<file path="config.mk">
export PLATFORM = sky130hd
export DESIGN_NAME = coin_credit_io_controller_top_flat
export DESIGN_NICKNAME = d
export VERILOG_FILES = /design/src/rtl/core/cci_pkg.sv /design/src/rtl/core/cci_if.sv /design/src/rtl/core/cci_access.sv /design/src/rtl/core/coin_credit_io_controller_top.sv /design/src/flat_wrapper.sv
export SDC_FILE = /design/constraint.sdc
export NUM_CORES = 1
export LEC_CHECK = 0
export ABC_CLOCK_PERIOD_IN_PS = 35600
export BUFFER_PORTS_ARGS = -buffer_cell sky130_fd_sc_hd__buf_2
export CORE_ASPECT_RATIO = 0.75
export CORE_UTILIZATION = 40
export DETAILED_ROUTE_END_ITERATION = 8
export PLACE_DENSITY = 0.6
export SYNTH_ARGS = -nofsm -noshare
export SYNTH_HDL_FRONTEND = slang
export SYNTH_SLANG_ARGS = --single-unit
</file>
<file path="constraint.sdc">
create_clock -name clk -period 35.6 [get_ports clk]
set_input_delay 5.34 -clock clk [delete_from_list [all_inputs] [get_ports clk]]
set_output_delay 5.34 -clock clk [all_outputs]
set_load 0.01 [all_outputs]
</file>
<file path="src/rtl/core/cci_pkg.sv">
// ----------------------------------------------------------------------------
// cci_pkg: shared types and constants for the coin/credit I/O controller
// Bus access codes, write commands, switch bit positions, word structs and
// the joystick remap table.
// ----------------------------------------------------------------------------
package cci_pkg;

  // Bus access codes
  localparam logic [1:0] OP_WRITE = 2'd0;
  localparam logic [1:0] OP_READ  = 2'd1;
  localparam logic [1:0] OP_CLEAR = 2'd2;

  // Write commands (taken when no ratio load is pending)
  localparam logic [2:0] CMD_LOAD_RATIO = 3'd1;
  localparam logic [2:0] CMD_CREDIT     = 3'd2;
  localparam logic [2:0] CMD_REMAP_OFF  = 3'd3;
  localparam logic [2:0] CMD_REMAP_ON   = 3'd4;
  localparam logic [2:0] CMD_SWITCH     = 3'd5;

  // Ratio load sequence: countdown values for the first three loaded fields; give1 takes the last count
  localparam logic [2:0] LOAD_NEED0 = 3'd4;
  localparam logic [2:0] LOAD_GIVE0 = 3'd3;
  localparam logic [2:0] LOAD_NEED1 = 3'd2;

  // Active-high switch level byte, bit positions
  localparam int SW_FIRE      = 0;
  localparam int SW_START_ONE = 2;
  localparam int SW_START_TWO = 3;
  localparam int SW_COIN_ONE  = 4;
  localparam int SW_COIN_TWO  = 5;
  localparam int SW_SERVICE   = 6;

  // Credit limits
  localparam logic [6:0] CREDIT_LIMIT      = 7'd99;
  localparam logic [6:0] FREE_PLAY_CREDITS = 7'd100;
  localparam logic [6:0] CREDIT_CEILING    = 7'd113;
  localparam logic [7:0] COIN_MAX          = 8'd255;

  // Input word
  typedef struct packed {
    logic [1:0] opcode;
    logic [2:0] write_data;
    logic       fire_button;
    logic       start_one;
    logic       start_two;
    logic       coin_one;
    logic       coin_two;
    logic       service_coin;
    logic       joy_right;
    logic       joy_left;
  } in_word_t;

  // Result of one access from the access logic
  typedef struct packed {
    logic       valid;
    logic [7:0] read_data;
    logic [6:0] credit_count;
  } access_res_t;

  // Joystick nibble remap
  function automatic logic [3:0] remap_lookup(input logic [3:0] joy);
    logic [3:0] r;
    unique case (joy)
      4'h0: r = 4'hf;
      4'h1: r = 4'he;
      4'h2: r = 4'hd;
      4'h3: r = 4'h5;
      4'h4: r = 4'hc;
      4'h5: r = 4'h9;
      4'h6: r = 4'h7;
      4'h7: r = 4'h6;
      4'h8: r = 4'hb;
      4'h9: r = 4'h3;
      4'ha: r = 4'ha;
      4'hb: r = 4'h4;
      4'hc: r = 4'h1;
      4'hd: r = 4'h2;
      4'he: r = 4'h0;
      default: r = 4'h8;
    endcase
    return r;
  endfunction

endpackage

</file>
<file path="src/rtl/core/cci_if.sv">
// ----------------------------------------------------------------------------
// cci_in_if / cci_out_if: valid/ready channels of the coin/credit controller
// One interface per direction; the sink drives ready, the source the rest.
// ----------------------------------------------------------------------------
interface cci_in_if;
  logic       valid;
  logic       ready;
  logic [1:0] opcode;
  logic [2:0] write_data;
  logic       fire_button;
  logic       start_one;
  logic       start_two;
  logic       coin_one;
  logic       coin_two;
  logic       service_coin;
  logic       joy_right;
  logic       joy_left;

  modport source (
    output valid, opcode, write_data, fire_button, start_one, start_two,
           coin_one, coin_two, service_coin, joy_right, joy_left,
    input  ready
  );
  modport sink (
    input  valid, opcode, write_data, fire_button, start_one, start_two,
           coin_one, coin_two, service_coin, joy_right, joy_left,
    output ready
  );
endinterface

interface cci_out_if;
  logic       valid;
  logic       ready;
  logic [7:0] read_data;
  logic [6:0] credit_count;

  modport source (output valid, read_data, credit_count, input ready);
  modport sink   (input valid, read_data, credit_count, output ready);
endinterface

</file>
<file path="src/rtl/core/cci_access.sv">
// ----------------------------------------------------------------------------
// cci_access: controller state and per-access logic
// Holds mode, read phase, credits, coin counters and ratios. Applies one
// access when go is high and presents the read result combinationally.
// ----------------------------------------------------------------------------
module cci_access import cci_pkg::*; (
  input  logic        clk,
  input  logic        rst_n,
  input  logic        go,
  input  in_word_t    item,
  output access_res_t res
);

  typedef enum logic [1:0] {
    MODE_SWITCH = 2'd0,
    MODE_CREDIT = 2'd1,
    MODE_GAME   = 2'd2
  } mode_t;

  typedef struct packed {
    logic [7:0] count;
    logic [2:0] gain;
  } coin_step_t;

  localparam logic [1:0] PH_SWITCHES = 2'd0;
  localparam logic [1:0] PH_JOY_ONE  = 2'd1;
  localparam logic [1:0] PH_JOY_TWO  = 2'd2;

  // One coin edge: saturating count, then trade coins for credits
  function automatic coin_step_t coin_step(input logic [7:0] cnt,
                                           input logic [2:0] need,
                                           input logic [2:0] give);
    coin_step_t s;
    logic [7:0] c;
    c = (cnt == COIN_MAX) ? cnt : cnt + 8'd1;
    s.count = c;
    s.gain  = 3'd0;
    if (c >= {5'd0, need}) begin
      s.count = c - {5'd0, need};
      s.gain  = give;
    end
    return s;
  endfunction

  mode_t      mode_r, mode_nxt;
  logic [1:0] phase_r, phase_nxt;
  logic [6:0] credits_r, credits_nxt;
  logic [7:0] coin_cnt0_r, coin_cnt0_nxt;
  logic [7:0] coin_cnt1_r, coin_cnt1_nxt;
  logic [2:0] need0_r, need0_nxt;
  logic [2:0] need1_r, need1_nxt;
  logic [2:0] give0_r, give0_nxt;
  logic [2:0] give1_r, give1_nxt;
  logic [2:0] countdown_r, countdown_nxt;
  logic       remap_r, remap_nxt;
  logic [7:0] prev_sw_r, prev_sw_nxt;
  logic [1:0] prev_btn_r, prev_btn_nxt;

  logic [7:0]  lv_sw, rise_sw;
  logic [3:0]  lv_btn;
  logic [1:0]  rise_btn;
  coin_step_t  step0, step1;
  logic [6:0]  cred_a;
  logic [14:0] prod;
  logic [3:0]  tens, ones, joy;
  logic [7:0]  read_data;

  // Next-state and read data for one access
  always_comb begin
    mode_nxt      = mode_r;
    phase_nxt     = phase_r;
    credits_nxt   = credits_r;
    coin_cnt0_nxt = coin_cnt0_r;
    coin_cnt1_nxt = coin_cnt1_r;
    need0_nxt     = need0_r;
    need1_nxt     = need1_r;
    give0_nxt     = give0_r;
    give1_nxt     = give1_r;
    countdown_nxt = countdown_r;
    remap_nxt     = remap_r;
    prev_sw_nxt   = prev_sw_r;
    prev_btn_nxt  = prev_btn_r;
    read_data     = 8'd0;

    lv_sw = {1'b0, item.service_coin, item.coin_two, item.coin_one,
             item.start_two, item.start_one, 1'b0, item.fire_button};
    rise_sw  = lv_sw & ~prev_sw_r;
    lv_btn   = {item.start_two, item.start_one, 1'b0, item.fire_button};
    rise_btn = lv_btn[1:0] & ~prev_btn_r;
    step0    = coin_step(coin_cnt0_r, need0_r, give0_r);
    step1    = coin_step(coin_cnt1_r, need1_r, give1_r);
    cred_a   = credits_r;
    prod     = 15'd0;
    tens     = 4'd0;
    ones     = 4'd0;
    joy      = 4'hf;

    if (go) begin
      unique case (item.opcode)
        OP_WRITE: begin
          if (countdown_r != 3'd0) begin
            // ratio load in progress
            unique case (countdown_r)
              LOAD_NEED0: need0_nxt = item.write_data;
              LOAD_GIVE0: give0_nxt = item.write_data;
              LOAD_NEED1: need1_nxt = item.write_data;
              default:    give1_nxt = item.write_data;
            endcase
            countdown_nxt = countdown_r - 3'd1;
          end else begin
            unique case (item.write_data)
              CMD_LOAD_RATIO: begin
                countdown_nxt = LOAD_NEED0;
                credits_nxt   = 7'd0;
              end
              CMD_CREDIT: begin
                mode_nxt  = MODE_CREDIT;
                phase_nxt = PH_SWITCHES;
              end
              CMD_REMAP_OFF: remap_nxt = 1'b0;
              CMD_REMAP_ON:  remap_nxt = 1'b1;
              CMD_SWITCH: begin
                mode_nxt  = MODE_SWITCH;
                phase_nxt = PH_SWITCHES;
              end
              default: ;
            endcase
          end
        end

        OP_READ: begin
          phase_nxt = (phase_r >= PH_JOY_TWO) ? PH_SWITCHES : phase_r + 2'd1;
          if (mode_r == MODE_SWITCH) begin
            // raw active-low switch byte, then joystick nibble
            if (phase_r == PH_SWITCHES) begin
              read_data = ~lv_sw;
            end else if (phase_r == PH_JOY_ONE) begin
              read_data = {4'hf, ~item.joy_left, 1'b1, ~item.joy_right, 1'b1};
            end
          end else if (phase_r == PH_SWITCHES) begin
            prev_sw_nxt = lv_sw;
            // coin counting, free play when no ratio is set
            if (need0_r != 3'd0) begin
              if (credits_r < CREDIT_LIMIT) begin
                if (rise_sw[SW_COIN_ONE]) begin
                  coin_cnt0_nxt = step0.count;
                  cred_a        = cred_a + {4'd0, step0.gain};
                end
                if (rise_sw[SW_COIN_TWO]) begin
                  coin_cnt1_nxt = step1.count;
                  cred_a        = cred_a + {4'd0, step1.gain};
                end
                if (rise_sw[SW_SERVICE]) begin
                  cred_a = cred_a + 7'd1;
                end
              end
            end else begin
              cred_a = FREE_PLAY_CREDITS;
            end
            // start buttons take credits
            if (mode_r == MODE_CREDIT) begin
              if (rise_sw[SW_START_ONE]) begin
                if (cred_a >= 7'd1) begin
                  cred_a   = cred_a - 7'd1;
                  mode_nxt = MODE_GAME;
                end
              end else if (rise_sw[SW_START_TWO]) begin
                if (cred_a >= 7'd2) begin
                  cred_a   = cred_a - 7'd2;
                  mode_nxt = MODE_GAME;
                end
              end
            end
            credits_nxt = cred_a;
            // BCD by reciprocal multiply, exact below 128
            prod      = {8'd0, cred_a} * 15'd205;
            tens      = prod[14:11];
            ones      = 4'(cred_a - 7'(tens) * 7'd10);
            read_data = {tens, ones};
          end else begin
            // joystick byte with fire edge and level bits, active low
            if (phase_r == PH_JOY_ONE) begin
              joy = {~item.joy_left, 1'b1, ~item.joy_right, 1'b1};
            end
            if (remap_r) begin
              joy = remap_lookup(joy);
            end
            if (phase_r == PH_JOY_ONE) begin
              prev_btn_nxt = {prev_btn_r[1], lv_btn[0]};
              read_data    = {2'b00, ~lv_btn[0], ~rise_btn[0], joy};
            end else begin
              prev_btn_nxt = {lv_btn[1], prev_btn_r[0]};
              read_data    = {2'b00, ~lv_btn[1], ~rise_btn[1], joy};
            end
          end
        end

        OP_CLEAR: begin
          mode_nxt      = MODE_SWITCH;
          phase_nxt     = PH_SWITCHES;
          credits_nxt   = 7'd0;
          coin_cnt0_nxt = 8'd0;
          coin_cnt1_nxt = 8'd0;
          need0_nxt     = 3'd0;
          need1_nxt     = 3'd0;
          give0_nxt     = 3'd0;
          give1_nxt     = 3'd0;
          countdown_nxt = 3'd0;
          remap_nxt     = 1'b0;
          prev_sw_nxt   = 8'd0;
          prev_btn_nxt  = 2'd0;
        end

        default: ;
      endcase
    end
  end

  assign res.valid        = (item.opcode == OP_READ);
  assign res.read_data    = read_data;
  assign res.credit_count = credits_nxt;

  // State registers
  always_ff @(posedge clk) begin
    if (!rst_n) begin
      mode_r      <= MODE_SWITCH;
      phase_r     <= PH_SWITCHES;
      credits_r   <= 7'd0;
      coin_cnt0_r <= 8'd0;
      coin_cnt1_r <= 8'd0;
      need0_r     <= 3'd0;
      need1_r     <= 3'd0;
      give0_r     <= 3'd0;
      give1_r     <= 3'd0;
      countdown_r <= 3'd0;
      remap_r     <= 1'b0;
      prev_sw_r   <= 8'd0;
      prev_btn_r  <= 2'd0;
    end else begin
      mode_r      <= mode_nxt;
      phase_r     <= phase_nxt;
      credits_r   <= credits_nxt;
      coin_cnt0_r <= coin_cnt0_nxt;
      coin_cnt1_r <= coin_cnt1_nxt;
      need0_r     <= need0_nxt;
      need1_r     <= need1_nxt;
      give0_r     <= give0_nxt;
      give1_r     <= give1_nxt;
      countdown_r <= countdown_nxt;
      remap_r     <= remap_nxt;
      prev_sw_r   <= prev_sw_nxt;
      prev_btn_r  <= prev_btn_nxt;
    end
  end

endmodule

</file>
<file path="src/rtl/core/coin_credit_io_controller_top.sv">
// Timing: an accepted word waits in the input register and is applied when the
// stage moves; a read's result word is then offered from the output register.
// Throughput: one word per cycle, but a read stalls on a full output register;
// the input and output registers let a new word in while a result still waits downstream.
// Reset: synchronous, active low; clears all controller state to switch mode.
// ----------------------------------------------------------------------------
// coin_credit_io_controller_top: coin/credit I/O controller
// Input register, access logic, output register.
// ----------------------------------------------------------------------------
module coin_credit_io_controller_top import cci_pkg::*; (
  input logic        clk,
  input logic        rst_n,
  cci_in_if.sink     in_bus,
  cci_out_if.source  out_bus
);

  logic        in_valid_r;
  in_word_t    in_r;
  logic        out_valid_r;
  logic [7:0]  read_data_r;
  logic [6:0]  credit_count_r;
  logic        out_free;
  logic        stage_go;
  access_res_t res;

  // Stage moves unless it holds a read and the output register is full and not draining
  assign out_free     = !out_valid_r || out_bus.ready;
  assign stage_go     = in_valid_r && (out_free || !res.valid);
  assign in_bus.ready = !in_valid_r || stage_go;

  // Input register
  always_ff @(posedge clk) begin
    if (!rst_n) begin
      in_valid_r <= 1'b0;
    end else if (in_bus.ready) begin
      in_valid_r <= in_bus.valid;
    end
  end

  always_ff @(posedge clk) begin
    if (in_bus.valid && in_bus.ready) begin
      in_r.opcode       <= in_bus.opcode;
      in_r.write_data   <= in_bus.write_data;
      in_r.fire_button  <= in_bus.fire_button;
      in_r.start_one    <= in_bus.start_one;
      in_r.start_two    <= in_bus.start_two;
      in_r.coin_one     <= in_bus.coin_one;
      in_r.coin_two     <= in_bus.coin_two;
      in_r.service_coin <= in_bus.service_coin;
      in_r.joy_right    <= in_bus.joy_right;
      in_r.joy_left     <= in_bus.joy_left;
    end
  end

  cci_access u_access (
    .clk   (clk),
    .rst_n (rst_n),
    .go    (stage_go),
    .item  (in_r),
    .res   (res)
  );

  // Output register
  always_ff @(posedge clk) begin
    if (!rst_n) begin
      out_valid_r <= 1'b0;
    end else if (stage_go && res.valid) begin
      out_valid_r <= 1'b1;
    end else if (out_bus.ready) begin
      out_valid_r <= 1'b0;
    end
  end

  always_ff @(posedge clk) begin
    if (stage_go && res.valid) begin
      read_data_r    <= res.read_data;
      credit_count_r <= res.credit_count;
    end
  end

  assign out_bus.valid        = out_valid_r;
  assign out_bus.read_data    = read_data_r;
  assign out_bus.credit_count = credit_count_r;

`ifndef SYNTHESIS
  // A read must not leave the stage while a result is stuck downstream
  a_no_overwrite: assert property (@(posedge clk) disable iff (!rst_n)
    (in_valid_r && res.valid && out_valid_r && !out_bus.ready) |-> !stage_go)
    else $error("read advanced into a full output register");

  // A read that advances shows up at the output next cycle
  a_result_lands: assert property (@(posedge clk) disable iff (!rst_n)
    (stage_go && res.valid) |=> out_valid_r)
    else $error("advanced read produced no result word");

  // Credits never pass the ceiling
  a_credit_ceiling: assert property (@(posedge clk) disable iff (!rst_n)
    out_valid_r |-> (credit_count_r <= CREDIT_CEILING))
    else $error("credit count above ceiling");

  // Writes and clears never create a result
  a_no_spurious: assert property (@(posedge clk) disable iff (!rst_n)
    (!out_valid_r && !(stage_go && res.valid)) |=> !out_valid_r)
    else $error("result word without a read");
`endif

endmodule
</file>
<file path="src/flat_wrapper.sv">
// flat-port wrapper written by rule: the top's interface ports become plain ports
module coin_credit_io_controller_top_flat import cci_pkg::*;
  (clk, rst_n, in_bus_valid, in_bus_opcode, in_bus_write_data, in_bus_fire_button, in_bus_start_one, in_bus_start_two, in_bus_coin_one, in_bus_coin_two, in_bus_service_coin, in_bus_joy_right, in_bus_joy_left, in_bus_ready, out_bus_valid, out_bus_read_data, out_bus_credit_count, out_bus_ready);
  cci_in_if in_bus_i ();
  cci_out_if out_bus_i ();
  input logic clk;
  input logic rst_n;
  input wire logic [$bits(in_bus_i.valid)-1:0] in_bus_valid;
  input wire logic [$bits(in_bus_i.opcode)-1:0] in_bus_opcode;
  input wire logic [$bits(in_bus_i.write_data)-1:0] in_bus_write_data;
  input wire logic [$bits(in_bus_i.fire_button)-1:0] in_bus_fire_button;
  input wire logic [$bits(in_bus_i.start_one)-1:0] in_bus_start_one;
  input wire logic [$bits(in_bus_i.start_two)-1:0] in_bus_start_two;
  input wire logic [$bits(in_bus_i.coin_one)-1:0] in_bus_coin_one;
  input wire logic [$bits(in_bus_i.coin_two)-1:0] in_bus_coin_two;
  input wire logic [$bits(in_bus_i.service_coin)-1:0] in_bus_service_coin;
  input wire logic [$bits(in_bus_i.joy_right)-1:0] in_bus_joy_right;
  input wire logic [$bits(in_bus_i.joy_left)-1:0] in_bus_joy_left;
  output wire logic [$bits(in_bus_i.ready)-1:0] in_bus_ready;
  output wire logic [$bits(out_bus_i.valid)-1:0] out_bus_valid;
  output wire logic [$bits(out_bus_i.read_data)-1:0] out_bus_read_data;
  output wire logic [$bits(out_bus_i.credit_count)-1:0] out_bus_credit_count;
  input wire logic [$bits(out_bus_i.ready)-1:0] out_bus_ready;
  assign in_bus_i.valid = in_bus_valid;
  assign in_bus_i.opcode = in_bus_opcode;
  assign in_bus_i.write_data = in_bus_write_data;
  assign in_bus_i.fire_button = in_bus_fire_button;
  assign in_bus_i.start_one = in_bus_start_one;
  assign in_bus_i.start_two = in_bus_start_two;
  assign in_bus_i.coin_one = in_bus_coin_one;
  assign in_bus_i.coin_two = in_bus_coin_two;
  assign in_bus_i.service_coin = in_bus_service_coin;
  assign in_bus_i.joy_right = in_bus_joy_right;
  assign in_bus_i.joy_left = in_bus_joy_left;
  assign in_bus_ready = in_bus_i.ready;
  assign out_bus_valid = out_bus_i.valid;
  assign out_bus_read_data = out_bus_i.read_data;
  assign out_bus_credit_count = out_bus_i.credit_count;
  assign out_bus_i.ready = out_bus_ready;
  coin_credit_io_controller_top u_core (.clk(clk), .rst_n(rst_n), .in_bus(in_bus_i), .out_bus(out_bus_i));
endmodule
</file>
=== After elaboration in Yosys (flattened, before gate mapping) ===
Memory sizes are Yosys's and may differ from the RTL's.
Index checks and enable logic that the tools add are counted.

* Input bits: 17
* Bits in registers: 82
* Memories kept: 1
* Word-level logic and storage cells: 234
* Output and inout bits: 17
* Bits in read-only memories: 64

* Order comparisons: 6
* $add $sub $neg: 12
* $mul: 2
* Bitwise logic cells: 10
* Mux-type cells: 104
* Equality and inequality tests: 37
* Reductions and logical operators: 34

{| class="wikitable"
|+ Memory list
! memory !! depth !! bits a word !! rd ports !! clocked after Yosys merged registers in !! wr ports !! RTL line !! RTL
|-
| (name not given) || 16 || 4 || 1 || 0 || 0 || cci_pkg.sv:63 || <nowiki>unique case (joy)</nowiki>
|}

{| class="wikitable"
|+ Operator list
! kind !! number
|-
| 7-bit two-way mux || 37
|-
| 8-bit two-way mux || 16
|-
| 8-bit case mux with 2 select lines || 2
|-
| 3-bit two-way mux || 10
|-
| 3-bit case mux with 2 select lines || 5
|-
| 2-bit two-way mux || 14
|-
| 2-bit inequality test (second input constant) || 14
|-
| 4-bit AND reduction || 7
|-
| 4-bit two-way mux || 6
|-
| 11-bit two-way mux || 2
|-
| 7-bit case mux with 3 select lines || 1
|-
| 8-bit by 1-bit adder with 8-bit output (second input constant) || 2
|-
| 8-bit == test (second input constant) || 2
|-
| 8-bit by 3-bit greater-or-equal comparator with 1-bit output || 2
|-
| 8-bit by 3-bit subtractor with 8-bit output || 2
|-
| 7-bit by 8-bit multiplier with 15-bit output (second input constant) || 1
|-
| 7-bit by 3-bit adder with 7-bit output || 2
|-
| 7-bit case mux with 2 select lines || 1
|-
| 7-bit AND reduction || 2
|-
| 3-bit by 2-bit == test with 1-bit output (second input constant) || 4
|-
| 3-bit inequality test (second input constant) || 4
|-
| 2-bit case mux with 3 select lines || 2
|-
| 10-bit AND reduction || 1
|-
| 5-bit AND reduction || 2
|-
| 38 further kinds || 64
|}

=== Longest topological paths before layout ===
Gate-level depths: netlist (run 1).

* Depth in word-level cells: 42
* Depth in mapped cells: 55
* Mapped depth without buffers: 55

=== Hierarchy ===
A second synthesis (run 1) with hierarchy kept.

* Cell total of the unflattened synthesis: 763
* Area total of the unflattened synthesis: 6,774.0 um^2

{| class="wikitable"
|+ By module, submodules not included
! module !! seq. area each (um^2) !! area an instance (um^2) !! cells an instance !! times used
|-
| cci_access || 980.9 || 5,815.6 || 723 || 1
|-
| coin_credit_io_controller_top || 880.8 || 958.4 || 40 || 1
|}

=== Worst setup path after synthesis (run 1) ===
No wires, ideal clock.

* Kind: flip-flop to flip-flop
* Start: register u_core.u_access.coin_cnt0_r[0]
* End: register u_core.read_data_r[3], in the netlist u_core.out_bus.read_data[3], data pin
* Data required time: 35,317 ps
* Buffers on the path: 0
* Path slack: 24,446 ps
* Library setup time: 283 ps
* Period minus slack after synthesis: 11,154 ps
* Arrival: 10,872 ps
* Stages on the path, launching flop included: 53
* Cell sequence: dfxtp_1 ha_1 and2_1 and4_1 nand3_1 mux2i_1 inv_1 ha_1 nand3_1 nor2_1 or3_1 nor2_1 nor2b_1 ha_1 fa_1 mux2_2 fa_1 mux2_2 [... 17 more ...] fa_1 inv_1 ha_1 a21oi_1 nor2b_1 o21ai_0 nand2b_1 a21oi_1 mux2_2 a31oi_1 o2111a_2 ha_1 inv_1 ha_1 a21o_1 xnor2_1 xnor2_1 a211oi_2

* Word-level cells in the longest chain between the ends: 42
* Elaborated cells between the ends (all ways): 47
* Those cells by class: add/sub (7); mul (2); order compare (3); eq/ne (1); mux (34)

{| class="wikitable"
|+ RTL lines
! element !! RTL line !! RTL
|-
| start: declaration || cci_access.sv:48 || <nowiki>logic [7:0] coin_cnt0_r, coin_cnt0_nxt;</nowiki>
|-
| start signal: assignment || cci_access.sv:243 || <nowiki>coin_cnt0_r <= coin_cnt0_nxt;</nowiki>
|-
| 8-bit by 1-bit adder with 8-bit output / 8-bit == test (equally long branches) || cci_access.sv:35 || <nowiki>c = (cnt == COIN_MAX) ? cnt : cnt + 8'd1;</nowiki>
|-
| 8-bit two-way mux * || cci_access.sv:35 ||
|-
| 8-bit by 3-bit greater-or-equal comparator with 1-bit output * || cci_access.sv:38 || <nowiki>if (c >= {5'd0, need}) begin</nowiki>
|-
| 11-bit two-way mux * || cci_access.sv:38 ||
|-
| 7-bit by 3-bit adder with 7-bit output * || cci_access.sv:147 || <nowiki>cred_a = cred_a + {4'd0, step0.gain};</nowiki>
|-
| 7-bit two-way mux * || cci_access.sv:145 || <nowiki>if (rise_sw[SW_COIN_ONE]) begin</nowiki>
|-
| 7-bit two-way mux * || cci_access.sv:144 || <nowiki>if (credits_r < CREDIT_LIMIT) begin</nowiki>
|-
| 7-bit two-way mux * || cci_access.sv:143 || <nowiki>if (need0_r != 3'd0) begin</nowiki>
|-
| [... 26 more ...] || -- ||
|-
| 7-bit two-way mux * || cci_access.sv:133 || <nowiki>if (mode_r == MODE_SWITCH) begin</nowiki>
|-
| 7-bit two-way mux * || cci_access.sv:99 || <nowiki>unique case (item.opcode)</nowiki>
|-
| 7-bit two-way mux * || cci_access.sv:98 || <nowiki>if (go) begin</nowiki>
|-
| 7-bit by 8-bit multiplier with 15-bit output || cci_access.sv:176 || <nowiki>prod = {8'd0, cred_a} * 15'd205;</nowiki>
|-
| 4-bit by 3-bit multiplier with 3-bit output || cci_access.sv:178 || <nowiki>ones = 4'(cred_a - 7'(tens) * 7'd10);</nowiki>
|-
| 4-bit subtractor * || cci_access.sv:178 ||
|-
| 8-bit two-way mux * || cci_access.sv:140 || <nowiki>end else if (phase_r == PH_SWITCHES) begin</nowiki>
|-
| 8-bit two-way mux * || cci_access.sv:133 ||
|-
| end signal: assignment || coin_credit_io_controller_top.sv:76 || <nowiki>read_data_r <= res.read_data;</nowiki>
|-
| end: declaration || coin_credit_io_controller_top.sv:20 || <nowiki>logic [7:0] read_data_r;</nowiki>
|}

Every way passes the cells marked *; elsewhere a longest branch is shown, timed or not. The select of a mux whose other input is x is not followed.
A chain may end at the register's enable or synchronous reset.

=== Worst setup path after layout (run 1) ===
Same ends and word-level chain as after synthesis.

==> impl_metrics.env, run 1 <==
export IMPL_finalSetupTns_ns=0
export IMPL_max_freq_mhz=79.2
export IMPL_period_needed_ns=12.63
export IMPL_drive_above_1_share_pct=10.8
export IMPL_ys_ff_latch=79
export IMPL_synth_main_ff_cell="dfxtp_1"
export IMPL_hold_buffers=0
export IMPL_synth_top_cell_area_share_pct=15.3
export IMPL_ctsHtreeMaxLevel=3
export IMPL_top_usage_layer="met1"
export IMPL_p_clk_share_pct=37.6
export IMPL_power_frac_seq_pct=42.3
export IMPL_grt_pass1_wl_um=26200
export IMPL_synth_simple_gate_area_share_pct=24.2
export IMPL_r2r_start="u_core.u_access.coin_cnt0_r[0]"
export IMPL_drv_cap=0
export IMPL_worst_slew_pin_slew_ns=1.12
export IMPL_areaGrowthSynthToFinish_pct=9.24
export IMPL_cts_resized_gates=0
export IMPL_crit_buf_inv=6
export IMPL_grt_overflow=0
export IMPL_synth_nets=857
export IMPL_hold_viol=0
export IMPL_die_height_um=114
export IMPL_avgRoutedWirePerCell_um=15.6
export IMPL_num_rows=40
export IMPL_arrival_ns=12.69
export IMPL_detailedRoute_firstPassIterationCount=6
export IMPL_dp_cells=983
export IMPL_reg2reg_to="u_core.out_bus.read_data[3]"
export IMPL_yosysWarnings=0
export IMPL_cts_made_buffers=9
export IMPL_crit_cells=52
export IMPL_use_met3_pct=3.64
export IMPL_tritoncts="done"
export IMPL_clkTransAtPathRegs_ns=0.06
export IMPL_p_int_uw=162
export IMPL_ioPinCount=34
export IMPL_cp_start_kind="register"
export IMPL_ys_seq_area_share_pct=27.8
export IMPL_instances_no_fill=999
export IMPL_r2r_slack_ns=22.97
export IMPL_path_common_cell="ha_1"
export IMPL_synth_top_cell_by_area="dfxtp_1"
export IMPL_synth_compound_area_share_pct=17.9
export IMPL_route_detailed_drc=0
export IMPL_diodes=0
export IMPL_post_synth_xor_area_fraction_pct=5.37
export IMPL_maxSlewViolCount=0
export IMPL_clkSinkCount=79
export IMPL_critPathKind="register to register"
export IMPL_core_area_mm2=0.0162
export IMPL_die_area_mm2=0.0172
export IMPL_fin_skew_ns=0.00635
export IMPL_cts_setup_buffers=0
export IMPL_slowest_stage="nor2_1"
export IMPL_nFillCells=1565
export IMPL_fp_dieW_um=151
export IMPL_cp_required_ns=35.67
export IMPL_synthMuxAreaShare_pct=4.58
export IMPL_ir_worst_vdd_mv=0.0278
export IMPL_synth_most_common_cell="ha_1"
export IMPL_synthAdderAreaFrac_pct=15.8
export IMPL_crit_path_end_kind="register"
export IMPL_pwr_share_comb_pct=20.1
export IMPL_place_gp_congestion=0.928
export IMPL_startpoint="u_core.u_access.coin_cnt0_r[0]"
export IMPL_grt_max_degree=52
export IMPL_critPathMaxFanout=10
export IMPL_dp_hpwl_um=12100
export IMPL_clk_path_buf_depth=2
export IMPL_outcome="finished, final reports clean"
export IMPL_ys_types=81
export IMPL_place_port_buffers=33
export IMPL_synth_common_cells="65 x ha_1, 55 x nor2_1, 53 x nand2_1"
export IMPL_min_period_over_period_pct=35.5
export IMPL_clkLatencyLatePin_ns=0.35
export IMPL_max_slew_margin_pct=24.6
export IMPL_grt_usage_pct=19.3
export IMPL_synth_edff_count=28
export IMPL_synthArstFlopShare_pct=0
export IMPL_syn_area_mm2=0.00669
export IMPL_netlist_instances=763
export IMPL_crit_path_max_incr_delay_ns=0.53
export IMPL_nets=878
export IMPL_p_leak_uw=0.00304
export IMPL_hold_path_class="register to register"
export IMPL_p_total_uw=229
export IMPL_wl_um=15600
export IMPL_ant_nets=0
export IMPL_grt_setup_unrepaired="false"
export IMPL_setup_violations_final=0
export IMPL_initial_core_util_pct=41.4
export IMPL_clockRootBuffer="clkbuf_16"
export IMPL_path_delay_family="adder cells"
export IMPL_first_global_vias=5189
export IMPL_ff2ff_path_depth=52
export IMPL_use_met1_pct=28.6
export IMPL_endpoint="u_core.out_bus.read_data[3]"
export IMPL_drt_iter0_markers=351
export IMPL_syn_area_per_cell_um2=8.76
export IMPL_synth_top_family_by_area="simple AND/OR/NAND/NOR gates"
export IMPL_swShare_pct=29.2
export IMPL_yosys_top_cells_area="dfxtp_1 15%, edfxtp_1 13%, ha_1 12%, nor2b_1 4.9%, mux2i_1 3.7%"
export IMPL_met2_usage_pct=28.5
export IMPL_viasPerCell=5.58
export IMPL_power_switching_uw=67.1
export IMPL_powerDensity_mw_per_mm2=31.4
export IMPL_antenna_found_initial=0
export IMPL_num_vias=5575
routing by layer:
layer	routed length, um	vias up
met1	8210	2667
met5	0	-
met3	637	20
met2	6540	113
li1	-	2775
met4	185	0
how the worst min path moves through the flow:
stage	slack, ns	cells after the start	start	to
2_1_floorplan	0.44	2	u_core.u_access.prev_sw_r[3]	u_core.u_access.prev_sw_r[3]
3_3_place_gp	0.45	2	u_core.u_access.prev_sw_r[2]	u_core.u_access.prev_sw_r[2]
3_5_place_dp	0.46	2	u_core.u_access.prev_sw_r[2]	u_core.u_access.prev_sw_r[2]
4_1_cts	0.46	2	u_core.u_access.prev_sw_r[2]	u_core.u_access.prev_sw_r[2]
5_1_grt	0.50	2	u_core.u_access.prev_sw_r[2]	u_core.u_access.prev_sw_r[2]
6_report	0.46	2	u_core.u_access.prev_sw_r[2]	u_core.u_access.prev_sw_r[2]
power groups by stage:
stage | Combinational [uW] | Clock, uW | Sequential (uW)
3_5_place_dp | 45.8 | 0 | 99.1
4_1_cts | 46.1 | 88.5 | 97.1
3_3_place_gp | 44.3 | 0 | 99.0
2_1_floorplan | 35.6 | 0 | 98.5
6_report | 46.1 | 86.2 | 97.2
5_1_grt | 51.9 | 92.2 | 97.4
cells by family after synthesis:
kind of cell    after synthesis
buf+inv                      77
flops                        79
mux                          30
compound gates              167
simple gates                292
fa+ha+maj                    77
xor+xnor                     41
stage by stage:
stage                     hold slack [ns]  worst slack [ns]  area, um2  utilization (%)
after floorplan                     0.436             24.45       6690                -
after global placement              0.449             23.70       7030             43.5
after detailed placement            0.456             23.05       7030             43.5
after CTS                           0.464             22.99       7300             45.2
after global routing                0.502             21.84       7300             45.2
final                               0.463             22.97       7300             45.2
area by class of cell:
cell class / count / area [um2] / area share [%]
Clock buffer: 10 / 229 / 3.13
Clock inverter: 6 / 43.8 / 0.600
Inverter: 52 / 195 / 2.67
Multi-Input combinational cell: 607 / 4530 / 62.0
Sequential cell: 79 / 1860 / 25.5
Tap cell: 210 / 263 / 3.60
Timing Repair Buffer: 35 / 180 / 2.47
cell usage in the layout (no fill, tap or decap), types with 9 or more instances in the layout:
master / netlist / layout
ha_1: 65 / 65
clkbuf_16: 0 / 9
and2_1: 14 / 14
nor2b_1: 52 / 52
edfxtp_1: 28 / 28
buf_2: 2 / 33
nor3_1: 20 / 20
nand2b_1: 17 / 17
nand2_1: 53 / 53
xor2_1: 15 / 15
dfxtp_1: 51 / 51
mux2i_1: 25 / 25
fa_1: 12 / 12
xnor2_1: 26 / 26
a22oi_1: 11 / 11
nand3_1: 19 / 19
o21ai_0: 33 / 33
a21oi_1: 38 / 38
and3_1: 9 / 9
nor2_1: 55 / 55
inv_1: 51 / 51
worst reg2reg max path: cells and delay by family (launching register included):
family,cells,cell delay [ns]
and+or+nand+nor,13,2.24
AOI/OAI and AO/OA,12,3.19
adders and majority gates,13,4.30
buffers and inverters,6,0.47
xor gates and xnor gates,3,0.44
DFF,1,0.41
muxes,5,1.29
flip-flops by register name (all words and copies together) (netlist names), 2 cells and up:
register	count
u_core.u_access.need1_r	3
u_core.out_bus.credit_count	7
u_core.u_access.mode_r	2
u_core.u_access.countdown_r	3
u_core.u_access.give1_r	3
u_core.u_access.give0_r	3
u_core.u_access.prev_sw_r	5
u_core.in_r	13
u_core.u_access.phase_r	2
u_core.u_access.credits_r	7
u_core.u_access.coin_cnt1_r	8
u_core.u_access.need0_r	3
u_core.out_bus.read_data	8
u_core.u_access.coin_cnt0_r	8
No activity file was read; power rests on OpenSTA's default activity.
==> run 2, diff against run 1 <==
--- a/config.mk
+++ b/config.mk
@@ -5,12 +5,12 @@
 export SDC_FILE = /design/constraint.sdc
 export NUM_CORES = 1
 export LEC_CHECK = 0
-export ABC_CLOCK_PERIOD_IN_PS = 35600
+export ABC_CLOCK_PERIOD_IN_PS = 11150
 export BUFFER_PORTS_ARGS = -buffer_cell sky130_fd_sc_hd__buf_2
 export CORE_ASPECT_RATIO = 0.75
 export CORE_UTILIZATION = 40
 export DETAILED_ROUTE_END_ITERATION = 8
-export PLACE_DENSITY = 0.6
+export PLACE_DENSITY = 0.62
 export SYNTH_ARGS = -nofsm -noshare
 export SYNTH_HDL_FRONTEND = slang
 export SYNTH_SLANG_ARGS = --single-unit
==> constraint.sdc (replaced) <==
create_clock -name clk -period 11.15 [get_ports clk]
set_input_delay 1.6725 -clock clk [delete_from_list [all_inputs] [get_ports clk]]
set_output_delay 1.6725 -clock clk [all_outputs]
set_load 0.01 [all_outputs]
==> run 2 against run 1 <==
Net effect: hold slack barely moved; critical endpoint unchanged; clock skew rose by 0.0061 ns; global-route usage fell by 0.36 points; sequential share of layout area fell by 1.0 points; maximum frequency rose by 18%; flip-flop and latch count did not move; critical path depth fell by 1; power rose to 3.3 times the previous value; non-clock buffer count rose by 22; cell count rose by 2.2%; count of clock-buffer cells in the layout fell by 1.
==> impl_metrics.env, run 2 (same netlist as run 1, synthesis figures left out) <==
export IMPL_crit_path_max_incr_delay_ns=0.53
export IMPL_p_leak_uw=0.00317
export IMPL_clkTransAtPathRegs_ns=0.07
export IMPL_ff2ff_path_depth=51
export IMPL_num_vias=5493
export IMPL_tritoncts="done"
export IMPL_antenna_found_initial=0
export IMPL_core_area_mm2=0.0162
export IMPL_layout_commonest_cell="ha_1"
export IMPL_hold_path_class="register to register"
export IMPL_place_gp_congestion=0.870
export IMPL_detailedRoute_firstPassIterationCount=5
export IMPL_clkSinkCount=79
export IMPL_first_global_vias=4958
export IMPL_diodes=0
export IMPL_num_rows=40
export IMPL_hold_viol=0
export IMPL_holdPathStages=2
export IMPL_ant_nets=0
export IMPL_ir_worst_vdd_mv=0.0692
export IMPL_die_height_um=114
export IMPL_ctsHtreeMaxLevel=3
export IMPL_grt_pass1_wl_um=25700
export IMPL_cp_required_ns=11.22
export IMPL_areaGrowthSynthToFinish_pct=13.9
export IMPL_max_freq_mhz=93.1
export IMPL_grt_usage_pct=19.0
export IMPL_placed_cell_area_mm2=0.00712
export IMPL_initial_core_util_pct=41.4
export IMPL_largest_register_ffs=13
export IMPL_max_slew_margin_pct=21.5
export IMPL_worst_slew_pin_slew_ns=1.17
export IMPL_p_total_uw=765
export IMPL_fin_ws_ns=0.408
export IMPL_crit_path_end_kind="register"
export IMPL_place_ws_ns=-0.0870
export IMPL_clk_path_buf_depth=2
export IMPL_slowest_stage="fa_1"
export IMPL_nets=900
export IMPL_viasPerCell=5.38
export IMPL_powerDensity_mw_per_mm2=101
export IMPL_clockRootBuffer="clkbuf_16"
export IMPL_grt_overflow=0
export IMPL_drt_iter0_markers=413
export IMPL_drv_cap=0
export IMPL_grt_max_degree=52
export IMPL_holdWs_ns=0.463
export IMPL_layout_common_cells="63 x ha_1, 54 x nor2_1, 53 x nand2_1"
export IMPL_critPathKind="register to register"
export IMPL_wl_um=15500
export IMPL_maxSlewViolCount=0
export IMPL_period_needed_ns=10.74
export IMPL_place_port_buffers=33
export IMPL_min_period_over_period_pct=96.3
export IMPL_clkLatencyLatePin_ns=0.35
export IMPL_cp_start_kind="register"
export IMPL_cts_made_buffers=9
export IMPL_dp_hpwl_um=11500
export IMPL_arrival_ns=10.81
export IMPL_drive_above_1_share_pct=16.5
export IMPL_setup_violations_final=0
export IMPL_outcome="finished, final reports clean"
export IMPL_finalInstanceArea_mm2=0.00761
export IMPL_top_register="u_core.in_r"
export IMPL_avgRoutedWirePerCell_um=15.2
export IMPL_critPathMaxFanout=5
export IMPL_die_area_mm2=0.0172
export IMPL_route_detailed_drc=0
export IMPL_fin_skew_ns=0.0124
export IMPL_fp_dieW_um=151
export IMPL_ioPinCount=34
## run 2: cell types whose count changed in the layout (fill, tap and decap cells not counted), moves of 2 or more
cell / change
ha_1: -2
a21oi_4: +2
o21ai_0: -2
o21ai_1: +2
buf_4: +22
a31oi_1: -2
dfxtp_1: -2
a31oi_2: +2
a21oi_2: +4
a211oi_2: +2
a211oi_1: -2
dfxtp_2: +2
a21oi_1: -6
## run 2: per-stage QoR
step | setup TNS, ns | cells | utilization (%)
3_5_place_dp | -0.0896 | 995 | 44.1
6_report | 0 | 1021 | 47.1
5_1_grt | -0.114 | 1021 | 47.1
4_1_cts | 0 | 1012 | 46.2
2_1_floorplan | 0 | 763 | -
3_3_place_gp | 0 | 995 | 44.1
## run 2: area by class of cell
class	count	area, um2
clock buffers	9	225
multi-input cells	607	4660
clock inverters	7	61.3
well taps	210	263
inverters	52	195
flip-flops and latches	79	1860
fillers	1539	8550
repair buffers	57	345
## run 2: worst max-delay path, delay by kind of cell (launching register included)
family / cells / cell delay (ns)
and+or+nand+nor: 10 / 1.60
muxes: 3 / 0.85
DFF: 1 / 0.37
adders and majority gates: 12 / 3.94
buffers and inverters: 8 / 0.57
xor gates and xnor gates: 4 / 0.65
AOI/OAI and AO/OA: 14 / 2.45
## run 2: path summary, 6_finish.rpt
check	from	end	slack (ns)
hold / removal	u_core.u_access.prev_sw_r[2]	u_core.u_access.prev_sw_r[2]	0.46
setup / recovery	u_core.u_access.coin_cnt0_r[0]	u_core.out_bus.read_data[3]	0.41
setup reg to reg	u_core.u_access.coin_cnt0_r[0]	u_core.out_bus.read_data[3]	0.41
hold reg to reg	u_core.u_access.prev_sw_r[2]	u_core.u_access.prev_sw_r[2]	0.46
## run 2: repair_timing
item / 4_1_cts / 5_1_grt
resized for setup: 8 / 22
pin swaps: 1 / 10
hold buffers: 0 / 0
gates cloned: 0 / 0
buffers inserted: 1 / 9
endpoints found under the setup margin: 2 / 6
## run 2: report_power, final
group          switching [uW]  leakage, uW  internal, uW
sequential               6.15     0.000682           304
clock                     136     0.000135           155
combinational            90.5      0.00236          73.0
total                     233      0.00317           532
## run 2: layer usage
metal	GRT usage, %	vias up	share of wire (%)	wire length (um)
met5	0	-	0	0
met4	4.87	0	0.76	118
met3	4.08	9	4.3	661
met2	25.5	107	39	6130
met1	29.8	2564	56	8630
li1	-	2813	-	-
